File: config.mk
export PLATFORM = sky130hd
export DESIGN_NAME = range_step_edge_detector_top
export DESIGN_NICKNAME = d
export VERILOG_FILES = /design/src/design/rsed_pkg.sv /design/src/design/range_step_edge_detector_top.sv /design/src/design/rsed_ram.sv
export SDC_FILE = /design/constraint.sdc
export NUM_CORES = 1
export LEC_CHECK = 0
export BUFFER_PORTS_ARGS = -buffer_cell sky130_fd_sc_hd__buf_2
export CORE_MARGIN = 2
export CORE_UTILIZATION = 45
export DETAILED_ROUTE_END_ITERATION = 10
export PLACE_DENSITY = 0.72
export REMOVE_ABC_BUFFERS = 1
export SYNTH_ARGS = -nofsm -noshare
export SYNTH_HDL_FRONTEND = slang
export SYNTH_SLANG_ARGS = --single-unit
File: constraint.sdc
create_clock -name clk -period 7.8 [get_ports clk]
set_input_delay 0.78 -clock clk [delete_from_list [all_inputs] [get_ports clk]]
set_output_delay 0.78 -clock clk [all_outputs]
set_load 0.01 [all_outputs]
File: src/design/rsed_pkg.sv
// ============================================================================
// Range step edge detector package
// Shared widths, reset values and configuration register indexes.
// ============================================================================
`default_nettype none

package rsed_pkg;

  localparam int unsigned HALF_WINDOW_DEF = 10;

  localparam int unsigned SAMPLE_W   = 16;
  localparam int unsigned ARM_W      = 4;
  localparam int unsigned RUN_W      = 4;
  localparam int unsigned CFG_IDX_W  = 4;
  localparam int unsigned CFG_DATA_W = 16;

  localparam logic [SAMPLE_W-1:0] AIR_HEIGHT_RST   = 16'd2000;
  localparam logic [ARM_W-1:0]    ARM_LIMIT_RST    = 4'd5;
  localparam logic [SAMPLE_W-1:0] CHANGE_THR_RST   = 16'd1000;
  localparam logic [RUN_W-1:0]    CONFIRM_RUNS_RST = 4'd5;

  typedef enum logic [CFG_IDX_W-1:0] {
    REG_AIR_HEIGHT   = 4'd0,
    REG_ARM_LIMIT    = 4'd1,
    REG_CHANGE_THR   = 4'd2,
    REG_CONFIRM_RUNS = 4'd3
  } cfg_reg_t;

endpackage

`default_nettype wire

File: src/design/range_step_edge_detector_top.sv
// ============================================================================
// Range step edge detector
// Compares the sum of the newest half window of height samples with the sum
// of the half window before it and flags a downward step and its undoing.
// ============================================================================
// The sample channel takes one height beat per cycle on sample_valid with
// sample_stall low. Every sample gives exactly one result beat on the result
// channel, in order, carrying armed, above_wall, passed_wall and change_run.
// A result passes the s1, s2 and result registers after its sample is taken,
// and the block sustains one sample per cycle unless result_stall holds it:
// the ring of 2*HALF_WINDOW samples sits in a memory with two read ports, so
// the leaving and crossing samples of a beat are fetched together as it is taken.
// The result register holds its beat while result_stall is high; the whole
// pipeline freezes with it and sample_stall rises in the same cycle.
// Reset is synchronous. It clears the sums, counters and flags and restores
// the register defaults; the ring reads as zeros through a fill count, so no
// clearing pass is needed and samples are taken from the first cycle.
// Configuration writes are always taken (cfg_ready is high) and are meant
// for times when no sample is in flight. Indexes beyond the last register
// are ignored.
// ============================================================================
`default_nettype none

module range_step_edge_detector_top #(
  parameter int unsigned HALF_WINDOW = rsed_pkg::HALF_WINDOW_DEF
) (
  input  wire logic                             clk,
  input  wire logic                             rst,

  input  wire logic                             sample_valid,
  output logic                                  sample_stall,
  input  wire logic [rsed_pkg::SAMPLE_W-1:0]    height_mm,

  output logic                                  result_valid,
  input  wire logic                             result_stall,
  output logic                                  armed,
  output logic                                  above_wall,
  output logic                                  passed_wall,
  output logic      [rsed_pkg::RUN_W-1:0]       change_run,

  input  wire logic                             cfg_valid,
  output logic                                  cfg_ready,
  input  wire logic [rsed_pkg::CFG_IDX_W-1:0]   cfg_index,
  input  wire logic [rsed_pkg::CFG_DATA_W-1:0]  cfg_data
);

  localparam int unsigned RING_DEPTH = 2 * HALF_WINDOW;
  localparam int unsigned ADDR_W     = $clog2(RING_DEPTH);
  localparam int unsigned FILL_W     = $clog2(RING_DEPTH + 1);
  localparam int unsigned SUM_W      = rsed_pkg::SAMPLE_W + $clog2(HALF_WINDOW + 1);
  localparam int unsigned SW         = rsed_pkg::SAMPLE_W;
  localparam int unsigned AW         = rsed_pkg::ARM_W;
  localparam int unsigned RW         = rsed_pkg::RUN_W;

  logic [SW-1:0] air_height_mm;
  logic [AW-1:0] arm_limit;
  logic [SW-1:0] change_threshold_mm;
  logic [RW-1:0] confirm_runs;

  logic              accept;
  logic              adv;
  logic [ADDR_W-1:0] head_index;
  logic [ADDR_W-1:0] mid_index;
  logic [FILL_W-1:0] fill_count;

  logic          s1_valid;
  logic [SW-1:0] s1_height;
  logic          s1_leave_ok;
  logic          s1_cross_ok;
  logic [SW-1:0] rd_leave;
  logic [SW-1:0] rd_cross;

  logic [SW-1:0]    leave_val;
  logic [SW-1:0]    cross_val;
  logic [SUM_W-1:0] older_sum;
  logic [SUM_W-1:0] newer_sum;
  logic [SUM_W-1:0] older_sum_next;
  logic [SUM_W-1:0] newer_sum_next;
  logic [AW-1:0]    arm_count;
  logic [AW-1:0]    arm_count_next;

  logic             s2_valid;
  logic             s2_armed;
  logic [SUM_W-1:0] diff;
  logic [SUM_W-1:0] thr_scaled;
  logic             big_change;
  logic [RW-1:0]    run_step;
  logic             judge;
  logic [RW-1:0]    run_count;
  logic [RW-1:0]    run_count_next;
  logic             wall_flag;
  logic             wall_flag_next;
  logic             passed_next;

  // Configuration registers.
  assign cfg_ready = 1'b1;

  always_ff @(posedge clk) begin
    if (rst) begin
      air_height_mm       <= rsed_pkg::AIR_HEIGHT_RST;
      arm_limit           <= rsed_pkg::ARM_LIMIT_RST;
      change_threshold_mm <= rsed_pkg::CHANGE_THR_RST;
      confirm_runs        <= rsed_pkg::CONFIRM_RUNS_RST;
    end else if (cfg_valid && cfg_ready) begin
      case (cfg_index)
        rsed_pkg::REG_AIR_HEIGHT:   air_height_mm       <= cfg_data[SW-1:0];
        rsed_pkg::REG_ARM_LIMIT:    arm_limit           <= cfg_data[AW-1:0];
        rsed_pkg::REG_CHANGE_THR:   change_threshold_mm <= cfg_data[SW-1:0];
        rsed_pkg::REG_CONFIRM_RUNS: confirm_runs        <= cfg_data[RW-1:0];
        default: ;
      endcase
    end
  end

  // Handshake and ring addressing.
  assign adv          = !result_valid || !result_stall;
  assign sample_stall = !adv;
  assign accept       = sample_valid && !sample_stall;

  always_comb begin
    if (head_index >= ADDR_W'(HALF_WINDOW)) begin
      mid_index = head_index - ADDR_W'(HALF_WINDOW);
    end else begin
      mid_index = head_index + ADDR_W'(HALF_WINDOW);
    end
  end

  always_ff @(posedge clk) begin
    if (rst) begin
      head_index <= '0;
      fill_count <= '0;
    end else if (accept) begin
      if (head_index == ADDR_W'(RING_DEPTH - 1)) begin
        head_index <= '0;
      end else begin
        head_index <= head_index + 1'b1;
      end
      if (fill_count != FILL_W'(RING_DEPTH)) begin
        fill_count <= fill_count + 1'b1;
      end
    end
  end

  rsed_ram #(
    .WIDTH (SW),
    .DEPTH (RING_DEPTH)
  ) u_ring (
    .clk     (clk),
    .we      (accept),
    .waddr   (head_index),
    .wdata   (height_mm),
    .re      (accept),
    .raddr_a (head_index),
    .raddr_b (mid_index),
    .rdata_a (rd_leave),
    .rdata_b (rd_cross)
  );

  always_ff @(posedge clk) begin
    if (rst) begin
      s1_valid <= 1'b0;
    end else if (adv) begin
      s1_valid <= accept;
    end
  end

  always_ff @(posedge clk) begin
    if (accept) begin
      s1_height   <= height_mm;
      s1_leave_ok <= (fill_count == FILL_W'(RING_DEPTH));
      s1_cross_ok <= (fill_count >= FILL_W'(HALF_WINDOW));
    end
  end

  // Running sums and arming.
  assign leave_val = s1_leave_ok ? rd_leave : '0;
  assign cross_val = s1_cross_ok ? rd_cross : '0;

  always_comb begin
    older_sum_next = older_sum - SUM_W'(leave_val) + SUM_W'(cross_val);
    newer_sum_next = newer_sum - SUM_W'(cross_val) + SUM_W'(s1_height);
    arm_count_next = arm_count;
    if (s1_height > air_height_mm && arm_count <= arm_limit && arm_count != '1) begin
      arm_count_next = arm_count + 1'b1;
    end
  end

  always_ff @(posedge clk) begin
    if (rst) begin
      older_sum <= '0;
      newer_sum <= '0;
      arm_count <= '0;
      s2_valid  <= 1'b0;
    end else if (adv) begin
      s2_valid <= s1_valid;
      if (s1_valid) begin
        older_sum <= older_sum_next;
        newer_sum <= newer_sum_next;
        arm_count <= arm_count_next;
      end
    end
  end

  always_ff @(posedge clk) begin
    if (adv && s1_valid) begin
      s2_armed <= (arm_count_next > arm_limit);
    end
  end

  // Run counting and step judgment.
  assign diff       = (older_sum > newer_sum) ? older_sum - newer_sum
                                              : newer_sum - older_sum;
  assign thr_scaled = SUM_W'(change_threshold_mm) * SUM_W'(HALF_WINDOW);
  assign big_change = diff > thr_scaled;

  always_comb begin
    if (!big_change) begin
      run_step = '0;
    end else if (run_count == '1) begin
      run_step = run_count;
    end else begin
      run_step = run_count + 1'b1;
    end
    judge          = (run_step == confirm_runs);
    run_count_next = run_count;
    wall_flag_next = wall_flag;
    passed_next    = 1'b0;
    if (s2_armed) begin
      run_count_next = judge ? '0 : run_step;
      if (judge) begin
        if (newer_sum < older_sum && !wall_flag) begin
          wall_flag_next = 1'b1;
        end else if (newer_sum > older_sum && wall_flag) begin
          wall_flag_next = 1'b0;
          passed_next    = 1'b1;
        end
      end
    end
  end

  always_ff @(posedge clk) begin
    if (rst) begin
      run_count    <= '0;
      wall_flag    <= 1'b0;
      result_valid <= 1'b0;
    end else if (adv) begin
      result_valid <= s2_valid;
      if (s2_valid) begin
        run_count <= run_count_next;
        wall_flag <= wall_flag_next;
      end
    end
  end

  always_ff @(posedge clk) begin
    if (adv && s2_valid) begin
      armed       <= s2_armed;
      above_wall  <= wall_flag_next;
      passed_wall <= passed_next;
      change_run  <= run_count_next;
    end
  end

endmodule

`default_nettype wire

File: src/design/rsed_ram.sv
// ============================================================================
// Generic RAM
// One write port and two read ports with registered read data. A read of
// the address being written in the same cycle returns the old contents.
// ============================================================================
`default_nettype none

module rsed_ram #(
  parameter int unsigned WIDTH = 16,
  parameter int unsigned DEPTH = 20
) (
  input  wire logic                     clk,
  input  wire logic                     we,
  input  wire logic [$clog2(DEPTH)-1:0] waddr,
  input  wire logic [WIDTH-1:0]         wdata,
  input  wire logic                     re,
  input  wire logic [$clog2(DEPTH)-1:0] raddr_a,
  input  wire logic [$clog2(DEPTH)-1:0] raddr_b,
  output logic      [WIDTH-1:0]         rdata_a,
  output logic      [WIDTH-1:0]         rdata_b
);

  logic [WIDTH-1:0] mem [DEPTH];

  always_ff @(posedge clk) begin
    if (we) begin
      mem[waddr] <= wdata;
    end
    if (re) begin
      rdata_a <= mem[raddr_a];
      rdata_b <= mem[raddr_b];
    end
  end

endmodule

`default_nettype wire

==> results summary, run 1 <==
The run finished with clean final reports. The pin slew with the least headroom to its limit came out at 1225 ps. The mean routed wirelength per cell is 21.57 um. In this run, CTS created clock tree buffers numbering 50. The path with the worst hold slack has its endpoint at change_threshold_mm[9]$_SDFFE_PP1P_. The total wire length came out at 65.72 mm.

The die extent in x is 250.4 um. The highest net fanout along the worst path came out at 31. Dividing total power by cell area gives a power density of 260.9 mW/mm2. A synthesized cell averages 12.47 um2. The congestion estimate from routability-driven global placement came to 0.8838. edfxtp_1 is the most common cell in the netlist. The critical path crosses 22 cells after its start point. The total count of max-transition violations in the final report came out at 0. In this run the worst hold path is classified as primary input to flip-flop. The area growth from synthesis to final layout is 10.11%. For this design, the CTS-stage hold fixing added 0 buffers. In this run the remaining antenna-violating nets after routing total 0. The utilization of the core after routing came out at 0.5002. The area fraction in and, or, nand and nor cells after synthesis came out at 0.09239. The summed instance area of the synthesized netlist came out at 0.02732 mm2.

The critical path goes through inv_1 > ha_1 > inv_1 > fa_1 > a21o_1 > a21oi_1 > o21ai_1 > a21boi_1 > o21a_1 > o21ba_2 > mux2i_1 > a21oi_1 > xnor2_1 > ha_1 > nand4_1 > or4_1 > nor2_2 > nor2_1 > a211o_1 > a22oi_2 > nand3_1 > a32o_1. Yosys attributes the largest share of cell area to edfxtp_1 (42%), mux4_2 (15%), dfxtp_1 (7.5%). STA classifies the critical path startpoint as a flip-flop. The largest net degree at the start of global routing is 67.

The chip height came out at 250.4 um. The async set or reset register ratio after synthesis is 0. The area of the die is 0.06269 mm2.

The number of nets in the final layout came out at 2,464. The first TritonRoute pass finished after 5 iterations. The maximum frequency from static timing analysis came out at 0.1734 GHz.

Pin placement for this block handled 51 I/O pins. The per-cell via count in the routed design came out at 5.961. Measured in cells, the most critical reg-to-reg path has a length of 22. The hold path depth is 3. After synthesis, the most frequently instantiated cells are edfxtp_1 (378), nand2_1 (250), inv_1 (202). The clock-pin slew reported for the worst setup and hold paths after clock tree synthesis came out at 60 ps. The floorplan has 90 rows. The count of non-filler cells in the finished layout came out at 3,047. The share of post-route cells with drive strength above 1 is 0.1717. The clock tree synthesis step divided the H-tree into 2 levels. STA classifies the critical path endpoint as a flip-flop.

The global-route wire length before repair is 103.3 mm. The via count of the first global-routing pass came out at 18,250. The switching power total came out at 2.560 mW.

The total leakage power is 11.39 nW. The total of fill cells in the finished design is 5,178. On the critical path the largest part of the delay comes from compound AO/OA/AOI/OAI gates. The antenna diode instance count came out at 0.

The xor/xnor cell area share of the yosys netlist is 0.02020. The count of clock tree sinks is 480. The area of the placeable core is 0.06013 mm2. The post-CTS setup-driven buffer insertion count came out at 0. For the worst-skew pair, the clock arrives at the later sink with an insertion delay of 630 ps. In this run, the number of DRC markers left after iteration 0 of detailed routing was 1,888. In this design, the stage delay of the slowest critical-path cell is 630 ps. The area taken by multi-input logic gates is 0.01280 mm2.

Yosys mapped a number of flops with a built-in enable equal to 378. The deepest clock path buffer count came out at 3. The startpoint identified for the worst register-to-register timing path is older_sum[0]$_SDFFE_PP0P_. The required time of the worst setup path is 8140 ps. The source of the worst hold timing path is cfg_data[9]. The worst flop-to-flop path endpoint is above_wall$_DFFE_PP_. The compound-gate portion of the synthesized area came out at 0.08529. The portion of the post-synthesis area used by sequential elements is 0.4903. The sum of overflow across all layers after global routing came out at 0. The type of the setup path with the least slack is flip-flop to flip-flop. Of the total power, the clock network draws 0.306. Of the total synthesized cell area, the portion taken by full adders, half adders and majority gates is 0.09985. The combinational group share of total power came out at 0.322.

The dominant synthesized flop cell is edfxtp_1. Clock tree synthesis selected as its root buffer the cell clkbuf_16. The share of total power in sequential cells is 0.372. The total via count in the routed design came out at 18,160. Counting distinct cell types in the post-synthesis netlist gives 75.

The number of warning messages in the yosys log is 0. The post-cts resize count is 0. Setup repair after global routing left no endpoint under its margin.

The effective utilization at floorplan came out at 0.4543. The worst-case vdd ir drop came out at 0.2257 mV. The total of flip-flops plus latches after synthesis came out at 480. Measured against the total synthesized area, the mux share comes to 0.1684. The overall fraction of global-route tracks in use came out at 0.2110. In this run the tightest slew margin relative to its limit is 0.1803.

The final clock skew came out at 49.92 ps. The number of buffers added on ports came out at 49. The register area is 0.01340 mm2. Dividing the final minimum period by the clock period gives 0.7392. Summed over all nets, the half-perimeter wirelength after detailed placement is 44.02 mm. The placed cell count came out at 2,956. For the worst setup path, the data arrival time is 6110 ps. The internal power of the cells totals 5.288 mW. The register-to-register setup slack came out at 2030 ps. The largest area contributor in the synthesized netlist is edfxtp_1. The post-detailed-route DRC marker count is 0. The initial antenna violation count came to 2. The largest family of logic cells by synthesized area is multiplexers. The number of failing setup endpoints in the final timing report came out at 0.

The switching share of power came out at 0.3262. The clock tree from TritonCTS is yes. The count of max-cap constraint violations came out at 0.

The shortest period the worst path allows came out at 5766 ps. The count of final hold-check violations is 0. The slowest library cell on the worst path is o21ba_2. The gate count of the mapped netlist came out at 2,190. The area fraction of the dominant cell type after synthesis came out at 0.4155. The critical path buffer and inverter count is 2.
how the worst max path moves through the flow:
stage	from	to	slack (ps)
after floorplan	head_index[0]$_SDFFE_PP0P_	u_ring.rdata_b[0]$_DFFE_PP_	-4230
after global placement	older_sum[0]$_SDFFE_PP0P_	above_wall$_DFFE_PP_	2180
after detailed placement	older_sum[0]$_SDFFE_PP0P_	above_wall$_DFFE_PP_	2090
after CTS	older_sum[0]$_SDFFE_PP0P_	above_wall$_DFFE_PP_	2050
after global routing	older_sum[0]$_SDFFE_PP0P_	above_wall$_DFFE_PP_	1640
final	older_sum[0]$_SDFFE_PP0P_	above_wall$_DFFE_PP_	2030
kinds of logic after synthesis:
group	count (synthesis)
other cells	1
compound gates	366
mux	236
xor+xnor	63
flops	480
buf+inv	300
fa+ha+maj	197
simple gates	547
power groups by stage:
| stage | sequential, mW | clock, mW | combinational (mW) |
|---|---|---|---|
| after floorplan | 2.97 | 0 | 1.93 |
| after global placement | 2.97 | 0 | 2.41 |
| after detailed placement | 2.98 | 0 | 2.49 |
| after CTS | 2.92 | 2.44 | 2.51 |
| after global routing | 2.93 | 2.53 | 2.81 |
| final | 2.92 | 2.40 | 2.53 |
tightest hold or removal path, delay by kind of cell:
family | cells | cell delay [ps]
buf+inv | 1 | 90
simple gates | 2 | 110
sequential cells by signal, summed over array words and instances, names as in the netlist, 5 cells and up:
register             count
change_threshold_mm     16
newer_sum               20
fill_count               5
u_ring.rdata_b          16
u_ring.mem             320
air_height_mm           16
s1_height               16
u_ring.rdata_a          16
older_sum               20
head_index               5
cell usage in the layout, fill, tap and decap left out, drive strengths merged, types with 21 or more instances in the layout:
master	instances
clkbuf	64
and2	21
mux2	23
dfxtp	102
inv	204
a21o	40
o21ai	77
xor2	25
nor2	89
nand3	40
fa	35
mux4	176
nor3	38
a21oi	131
mux2i	37
nand2	250
buf	82
xnor2	38
edfxtp	378
ha	162
metal layers:
layer,GRT usage,wire [um],vias up,share of wire
met5,0,11,-,0.00017
met4,0.06741,1733,2,0.026
met3,0.03471,5107,112,0.078
met2,0.3540,31890,775,0.49
met1,0.2813,26970,9049,0.41
li1,-,-,8225,-
final cells by class:
class | instances | area share
Clock inverter | 27 | 0.009942
Timing Repair Buffer | 82 | 0.01639
Clock buffer | 64 | 0.04472
Sequential cell | 480 | 0.4455
Inverter | 202 | 0.02529
Tap cell | 782 | 0.03253
Multi-Input combinational cell | 1410 | 0.4256
metrics by stage:
step	setup slack (ps)	power (mW)	hold slack [ps]	area, um2	setup TNS [ps]
2_1_floorplan	-4226	4.896	430.3	26890	-309140
3_3_place_gp	2183	5.383	446.6	28430	0
3_5_place_dp	2085	5.463	454.2	28430	0
4_1_cts	2052	7.865	396.3	30080	0
5_1_grt	1637	8.276	437.0	30080	0
6_report	2034	7.848	422.5	30080	0
No activity file was read; power rests on OpenSTA's default activity.
==> run 2, diff against run 1 <==
--- a/config.mk
+++ b/config.mk
@@ -5,11 +5,12 @@
 export SDC_FILE = /design/constraint.sdc
 export NUM_CORES = 1
 export LEC_CHECK = 0
+export ABC_AREA = 1
 export BUFFER_PORTS_ARGS = -buffer_cell sky130_fd_sc_hd__buf_2
 export CORE_MARGIN = 2
 export CORE_UTILIZATION = 45
 export DETAILED_ROUTE_END_ITERATION = 10
-export PLACE_DENSITY = 0.72
+export PLACE_DENSITY = 0.75
 export REMOVE_ABC_BUFFERS = 1
 export SYNTH_ARGS = -nofsm -noshare
 export SYNTH_HDL_FRONTEND = slang
==> constraint.sdc (replaced) <==
create_clock -name clk -period 4.8 [get_ports clk]
set_input_delay 0.48 -clock clk [delete_from_list [all_inputs] [get_ports clk]]
set_output_delay 0.48 -clock clk [all_outputs]
set_load 0.01 [all_outputs]
==> run 2 against run 1 <==
Count of clock-buffer cells in the layout decreased by 7. Cell area about the same. Via count increased by 11%. Critical endpoint is now run_count[1]$_SDFFE_PP0P_. Non-clock buffer count increased by 19. Critical path depth increased by 10. Highest routed layer is now met4. Fmax increased by 35%. Sequential cell count unchanged. Sequential power increased by 61%. Synthesized cell count increased by 29%. Die area decreased by 0.82%.
==> results summary, run 2 <==
The flow ran to the end, and the final reports show no timing, DRC or antenna violations. The number of warning messages in the yosys log came to 0 (unchanged). The number of buffers added on ports is 49 (unchanged). The required time of the worst setup path came out at 5310 ps (-2830 ps). The HPWL after detailed placement is 49.42 mm (+12%).

The total count of max-transition violations in the final report is 0 (unchanged). STA classifies the critical path endpoint as a flip-flop. The number of levels the H-tree was split into is 2 (unchanged).

The worst setup path is of the flip-flop to flip-flop kind. The total wire length came out at 68.60 mm (+4.4%). The worst hold path belongs to the class primary input to flip-flop.

The count of clock tree sinks was 480 (unchanged). The I/O pin total is 51 (unchanged). The final clock skew came out at 37.37 ps (-12.56 ps). The total of flip-flops plus latches after synthesis came out at 480 (unchanged). The dominant synthesized flop cell is edfxtp_1. The DRC marker count from the first detailed-route iteration was 2,010 (+6.5%). The worst-case vdd ir drop is 0.3559 mV (+58%). The count of final hold-check violations came out at 0 (unchanged). The initial antenna violation count came to 0 (-2). The portion of the post-synthesis area used by sequential elements came out at 0.4944 (+0.004122). The multiplexer share of the synthesized area came to 0.05945 (-0.1090). The cell area after placement is 0.02826 mm2 (-0.63%).

The chip height is 249.4 um (-0.41%). The total of hold buffers inserted after clock tree synthesis is 0 (unchanged). In the layout the commonest cells are nand2_1 (477), inv_1 (411), edfxtp_1 (378). The largest net degree at the start of global routing came to 68 (+1.5%). The global-route wire length before repair came out at 107.6 mm (+4.1%). The area of the die is 0.06218 mm2 (-0.82%). The number of flops mapped to enable cells by yosys came out at 378 (unchanged). The async set or reset register ratio after synthesis came out at 0 (unchanged). The worst register-to-register path begins at older_sum[0]$_SDFFE_PP0P_. The critical path startpoint category is a flip-flop. The first element of the critical path is older_sum[0]$_SDFFE_PP0P_. The share of post-route cells with drive strength above 1 came out at 0.08348 (-0.08827). The area fraction of the dominant cell type after synthesis is 0.4190 (+0.003493). The largest area contributor in the synthesized netlist is edfxtp_1. The total non-filler cell area in the finished layout was 0.03007 mm2 (about the same). The area taken by multi-input logic gates is 0.01170 mm2 (-8.6%). The number of nets in the final layout is 3,110 (+26%). The number of standard-cell rows in the floorplan came out at 89 (-1.1%). The post-CTS setup-driven buffer insertion count is 0 (unchanged). The via count of the first global-routing pass came out at 19,580 (+7.3%).

The maximum frequency from static timing analysis came out at 0.2333 GHz (+35%). The number of flip-flops in the largest register is 320 (unchanged). The count of max-cap constraint violations is 0 (unchanged). The power density over cell area came out at 403.2 mW/mm2 (+55%).

The mean routed wirelength per cell is 18.62 um (-14%). By instance count, the leading cell after synthesis is nand2_1. The register with the most flip-flops is u_ring.mem. The headroom to the max-slew limit is 0.2949 (+0.1146).

In the final layout, the registers with the most flip-flops are u_ring.mem x320, newer_sum x20, older_sum x20. The TritonCTS buffer count is 51 (+2.0%). The highest net fanout along the worst path is 11 (-65%). The total via count in the routed design is 20,150 (+11%). The pin slew with the least headroom to its limit was 1054 ps (-171.3 ps). By instance count, the cell type seen most on the critical path is nand2_1.

The final clock period utilization by the worst path is 0.8929 (+0.1536). The clock latency at the later pin of the worst-skew pair is 620 ps (about the same). TritonCTS built the clock tree. The final weighted congestion in routability-driven placement came out at 0.9351 (+5.8%). The post-detailed-route DRC marker count came out at 0 (unchanged). The total of fill cells in the finished design came to 5,292 (+2.2%). The arithmetic-cell share of the synthesized area counting full adders, half adders and majority gates came out at 0.1007 (+0.0008394).

The slowest library cell on the worst path is fa_1. Yosys attributes the largest share of cell area to edfxtp_1 (42%), dfxtp_1 (7.5%), ha_1 (7.5%). Setup repair after global routing left no endpoint under its margin. The summed instance area of the synthesized netlist is 0.02709 mm2 (-0.83%). The total leakage power was 12.76 nW (+12%). The signal arrival time at the worst endpoint came out at 4800 ps (-1310 ps). The gate count of the mapped netlist came out at 2,819 (+29%).

The deepest clock path buffer count is 3 (unchanged). The shortest period the worst path allows is 4286 ps (-1480 ps). The die extent in x is 249.4 um (-0.41%). The area growth from synthesis to final layout is 11.02%. The xor/xnor cell area share of the yosys netlist came out at 0.02448 (+0.004281).

The sum of overflow across all layers after global routing is 0 (unchanged). By count the netlist is led by nand2_1 (478), inv_1 (412), edfxtp_1 (378). The clock-pin slew reported for the worst setup and hold paths after clock tree synthesis is 70 ps (about the same). The register area came out at 0.01340 mm2 (about the same).

The number of failing setup endpoints in the final timing report is 0 (unchanged). The post-synthesis average cell area is 9.609 um2 (-23%). CTS placed an instance of clkbuf_16 at the clock tree root.

The library cell used most frequently in the layout, excluding fill and tap cells, is nand2_1. The post-cts resize count is 0 (unchanged). The area fraction in and, or, nand and nor cells after synthesis is 0.1121 (+0.01971). The per-cell via count in the routed design came out at 5.469 (-8.3%). The antenna diode instance count came out at 0 (unchanged).

The number of routed nets with antenna violations is 0 (unchanged). The area of the placeable core is 0.05924 mm2 (-1.5%). The first-pass iteration count of the detailed router was 6 (+1). The final total power came to 12.13 mW (+55%).

The overall fraction of global-route tracks in use is 0.2185 (+0.007501). By area, the combinational part of the netlist is dominated by compound AO/OA/AOI/OAI gates. In this run the most critical hold path is launched from cfg_data[5]. The effective utilization at floorplan is 0.4573 (+0.002987). The compound-gate portion of the synthesized area is 0.1333 (+0.04806). The largest incremental delay on the critical path is 390 ps (-240 ps). The number of distinct library cells after synthesis came to 55 (-27%).
run 2: worst paths after layout:
check	to	slack (ps)	cells past startpoint
worst max-delay path	run_count[1]$_SDFFE_PP0P_	510	32
worst min register to register	air_height_mm[3]$_SDFFE_PP0P_	470	2
worst max register to register	run_count[1]$_SDFFE_PP0P_	510	32
worst min-delay path	change_threshold_mm[5]$_SDFFE_PP1P_	140	3
run 2: per-layer routing:
| metal | up-vias | routed length, um | GRT usage |
|---|---|---|---|
| li1 | 9717 | - | - |
| met5 | - | 0 | 0 |
| met3 | 160 | 5489 | 0.03406 |
| met4 | 0 | 2416 | 0.08227 |
| met2 | 824 | 31710 | 0.3604 |
| met1 | 9446 | 28980 | 0.2906 |
run 2: area by class of cell:
| cell class | instances | share of cell area |
|---|---|---|
| Sequential cell | 480 | 0.4455 |
| Multi-Input combinational cell | 1821 | 0.3891 |
| Inverter | 417 | 0.05230 |
| Clock buffer | 57 | 0.04319 |
| Tap cell | 773 | 0.03216 |
| Timing Repair Buffer | 101 | 0.02114 |
| Clock inverter | 35 | 0.01656 |
run 2: metrics by stage:
stage            util  std cells  hold slack (ps)  TNS [ps]  worst slack, ps
5_1_grt        0.5076       3684            118.3         0            4.546
4_1_cts        0.5073       3684            105.0         0            387.0
6_report       0.5076       3684            140.1         0            514.3
3_3_place_gp   0.4770       3592            450.2         0            372.2
3_5_place_dp   0.4770       3592            463.9         0            385.6
2_1_floorplan       -       2718            434.9  -1071600            -5668
run 2: power breakdown:
part,internal (mW),switching [mW]
logic,1.15,2.08
clock network,2.46,1.72
registers,4.62,0.0905
total,8.23,3.89
run 2: cells by family (layout without fill, tap and decap cells):
group                    Yosys count  in the layout
AND/OR/NAND/NOR                  755            755
buffers and inverters            518            610
XOR/XNOR                          74             74
flip-flops                       480            480
AO/OA/AOI/OAI                    634            634
multiplexers                     160            160
other                              1              1
adder cells (fa/ha/maj)          197            197
run 2: critical path, delay by kind of cell, from the launching register on:
family	cells	cell delay, ps
compound gates	5	550
flops	1	310
fa+ha+maj	3	900
xor+xnor	1	290
buf+inv	7	640
simple gates	16	1480
==> run 3, diff against run 2 <==
--- a/config.mk
+++ b/config.mk
@@ -7,6 +7,7 @@
 export LEC_CHECK = 0
 export ABC_AREA = 1
 export BUFFER_PORTS_ARGS = -buffer_cell sky130_fd_sc_hd__buf_2
+export CORE_ASPECT_RATIO = 1.75
 export CORE_MARGIN = 2
 export CORE_UTILIZATION = 45
 export DETAILED_ROUTE_END_ITERATION = 10
==> run 3 against run 2 <==
Clock skew up 13 ps. Critical path depth down 1. Core utilization down 0.96 points. Power down 4.1%. Global-route usage up 1.6 points. Combinational power up 4%. Final cell count up 0.11%. Routed wire length up 5.8%. Via count up 0.44%. Highest routed layer unchanged.
==> results summary, run 3 (synthesis results as in run 2) <==
The flow ran to the end, and the final reports show no timing, DRC or antenna violations. The worst setup slack after placement was 230.6 ps (-155.0 ps). The sum of overflow across all layers after global routing came out at 0 (unchanged). The overall fraction of global-route tracks in use is 0.2346 (+0.01604). The library cell used most frequently in the layout, excluding fill and tap cells, is nand2_1. The clock-pin slew reported for the worst setup and hold paths after clock tree synthesis came out at 60 ps (about the same). The number of nets in the final layout came to 3,107 (-0.096%). The per-cell via count in the routed design came out at 5.487 (+0.33%). The first-pass iteration count of the detailed router is 5 (-1). The number of failing setup endpoints in the final timing report came out at 0 (unchanged). The total via count in the routed design came out at 20,240 (+0.44%).

The total length of routed met2 wires came to 38.53 mm (+22%). The mean routed wirelength per cell came out at 19.67 um (+5.7%). The number of buffers added on ports came out at 49 (unchanged).

The antenna diode instance count is 0 (unchanged). The number of flip-flops in the largest register came out at 320 (unchanged). The count of max-cap constraint violations came out at 0 (unchanged). The I/O pin total is 51 (unchanged). The post-CTS setup-driven buffer insertion count came to 0 (unchanged).

The signal arrival time at the worst endpoint came out at 4890 ps (+90 ps). The hold path depth came out at 3 (unchanged). The highest metal layer used by the detailed router is met4. The initial antenna violation count was 0 (unchanged).

The count of final hold-check violations came out at 0 (unchanged). The largest incremental delay on the critical path is 410 ps (+20 ps). The worst setup path is captured at a flip-flop. The maximum frequency from static timing analysis was 0.2275 GHz (-2.5%).

The DRC marker count from the first detailed-route iteration is 1,322 (-34%). The effective utilization at floorplan was 0.4526 (-0.004684). The die extent in x is 189.5 um (-24%). The slowest library cell on the worst path is fa_1.

The number of levels the H-tree was split into came out at 2 (unchanged). Ranked by flip-flop count, first place goes to u_ring.mem. The headroom to the max-slew limit came out at 0.2020 (-0.09287). The worst register-to-register path ends at run_count[2]$_SDFFE_PP0P_.

The number of routed nets with antenna violations came to 0 (unchanged). The chip height came out at 328.6 um (+32%). The count of non-filler cells in the finished layout is 3,688 (+0.11%).

The area of the placeable core is 0.05985 mm2 (+1.0%). The clock latency at the later pin of the worst-skew pair came out at 600 ps (-20 ps). The met3 wire length is 3.177 mm (-42%). The length of routed wiring on met1 is 23.76 mm (-18%). The total leakage power is 12.62 nW (-1.1%). The placed cell count came out at 3,610 (+0.50%). The shortest period the worst path allows is 4395 ps (+109.7 ps). The global-route wire length before repair came to 111.3 mm (+3.5%). The area of the die came out at 0.06225 mm2 (+0.12%). The worst setup margin was 404.6 ps (-109.7 ps).

The cell count of the worst reg-to-reg path came out at 31 (-3.1%). The tree is rooted in a clkbuf_16. The source of the worst hold timing path is cfg_data[6].

The post-cts resize count came out at 0 (unchanged). The final weighted congestion in routability-driven placement came out at 0.9563 (+2.3%). The cell that appears most often on the critical path is nand2_1. The power density over cell area is 390.2 mW/mm2 (-3.2%). The cell area after placement is 0.02833 mm2 (+0.27%). The highest net fanout along the worst path is 19 (+8). The summed negative setup slack over all endpoints is 0 ps (unchanged).

The total of hold buffers inserted after clock tree synthesis came out at 0 (unchanged). The total count of max-transition violations in the final report is 0 (unchanged). The library cells used most frequently in the layout, excluding fill and tap cells, are nand2_1 (477), inv_1 (410), edfxtp_1 (378). In the final layout, the registers with the most flip-flops are u_ring.mem x320, newer_sum x20, older_sum x20. TritonCTS built the clock tree. The deepest clock path buffer count is 3 (unchanged). The path type of the worst min-delay path is primary input to flip-flop.

The TritonCTS buffer count is 43 (-16%). The total wire length came out at 72.56 mm (+5.8%). Relative to the synthesized area, the layout overhead comes to 10.05%. The worst setup path is launched from a flip-flop.

The worst hold path terminates at change_threshold_mm[6]$_SDFFE_PP1P_. The share of post-route cells with drive strength above 1 is 0.08098 (-0.002498). The total non-filler cell area in the finished layout was 0.02981 mm2 (-0.87%). The final clock period utilization by the worst path came out at 0.9157 (+0.02286).

The required time of the worst setup path came out at 5290 ps (-20 ps). The pin slew with the least headroom to its limit is 1196 ps (+141.9 ps). The count of clock tree sinks is 480 (unchanged). The via count of the first global-routing pass came to 20,540 (+4.9%). The largest net degree at the start of global routing is 103 (+51%). The worst-case vdd ir drop is 0.3125 mV (-12%). The HPWL after detailed placement came out at 53.77 mm (+8.8%).

The final clock skew is 50.50 ps (+13.13 ps). The critical register-to-register path startpoint is older_sum[0]$_SDFFE_PP0P_. The number of standard-cell rows in the floorplan came out at 119 (+34%). Setup repair after global routing left no endpoint under its margin.

The post-detailed-route DRC marker count is 0 (unchanged). The worst setup path is of the flip-flop to flip-flop kind. The register-to-register setup slack is 400 ps (-110 ps).
-- run 3: cell types whose count changed in the layout (fill, tap and decap cells not counted), sizes merged --
cell | previous run | this run
clkinvlp | 6 | 3
buf | 101 | 106
clkbuf | 57 | 54
bufinv | 9 | 4
clkinv | 18 | 15
-- run 3: per-layer routing --
| metal | up-vias | GRT usage |
|---|---|---|
| met5 | - | 0 |
| met4 | 0 | 0.1965 |
| met1 | 9534 | 0.2178 |
| li1 | 9710 | - |
| met2 | 685 | 0.4486 |
| met3 | 307 | 0.02934 |
-- run 3: metrics by stage --
| step | hold slack [ps] | utilization | total power, mW |
|---|---|---|---|
| 2_1_floorplan | 434.9 | - | 7.128 |
| 3_3_place_gp | 447.9 | 0.4733 | 8.050 |
| 3_5_place_dp | 452.2 | 0.4733 | 8.084 |
| 4_1_cts | 92.74 | 0.4977 | 11.63 |
| 5_1_grt | 139.5 | 0.4980 | 12.23 |
| 6_report | 111.5 | 0.4980 | 11.63 |
-- run 3: critical path: cells and delay by family (launching register included) --
family	cells	cell delay (ps)
AND/OR/NAND/NOR	15	1530
buffers and inverters	7	650
adder cells (fa/ha/maj)	3	890
AO/OA/AOI/OAI	5	690
flip-flops	1	310
XOR/XNOR	1	210
-- run 3: report_power, final --
part	leakage (nW)	internal (mW)	switching [mW]	total (mW)
sequential	4.29	4.62	0.0961	4.72
clock	0.695	1.97	1.59	3.56
combinational	7.63	1.19	2.17	3.36
total	12.6	7.78	3.86	11.6
-- run 3: layout make-up --
class	instances	area, um2
clock inverters	24	290.3
flip-flops and latches	480	13400
clock buffers	54	1167
repair buffers	106	693.2
inverters	417	1575
fillers	5423	30050
well taps	786	983.4
multi-input cells	1821	11700
-- run 3: worst max-delay path by stage --
stage                                          start  cells after the start                           to  slack, ps
after global routing       older_sum[0]$_SDFFE_PP0P_                     32    run_count[2]$_SDFFE_PP0P_          1
after detailed placement   newer_sum[0]$_SDFFE_PP0P_                     30    run_count[1]$_SDFFE_PP0P_        230
after floorplan           head_index[0]$_SDFFE_PP0P_                      8  u_ring.rdata_b[0]$_DFFE_PP_      -5670
after global placement     newer_sum[0]$_SDFFE_PP0P_                     30    run_count[3]$_SDFFE_PP0P_        310
final                      older_sum[0]$_SDFFE_PP0P_                     31    run_count[2]$_SDFFE_PP0P_        400
after CTS                  newer_sum[0]$_SDFFE_PP0P_                     30    run_count[2]$_SDFFE_PP0P_        210
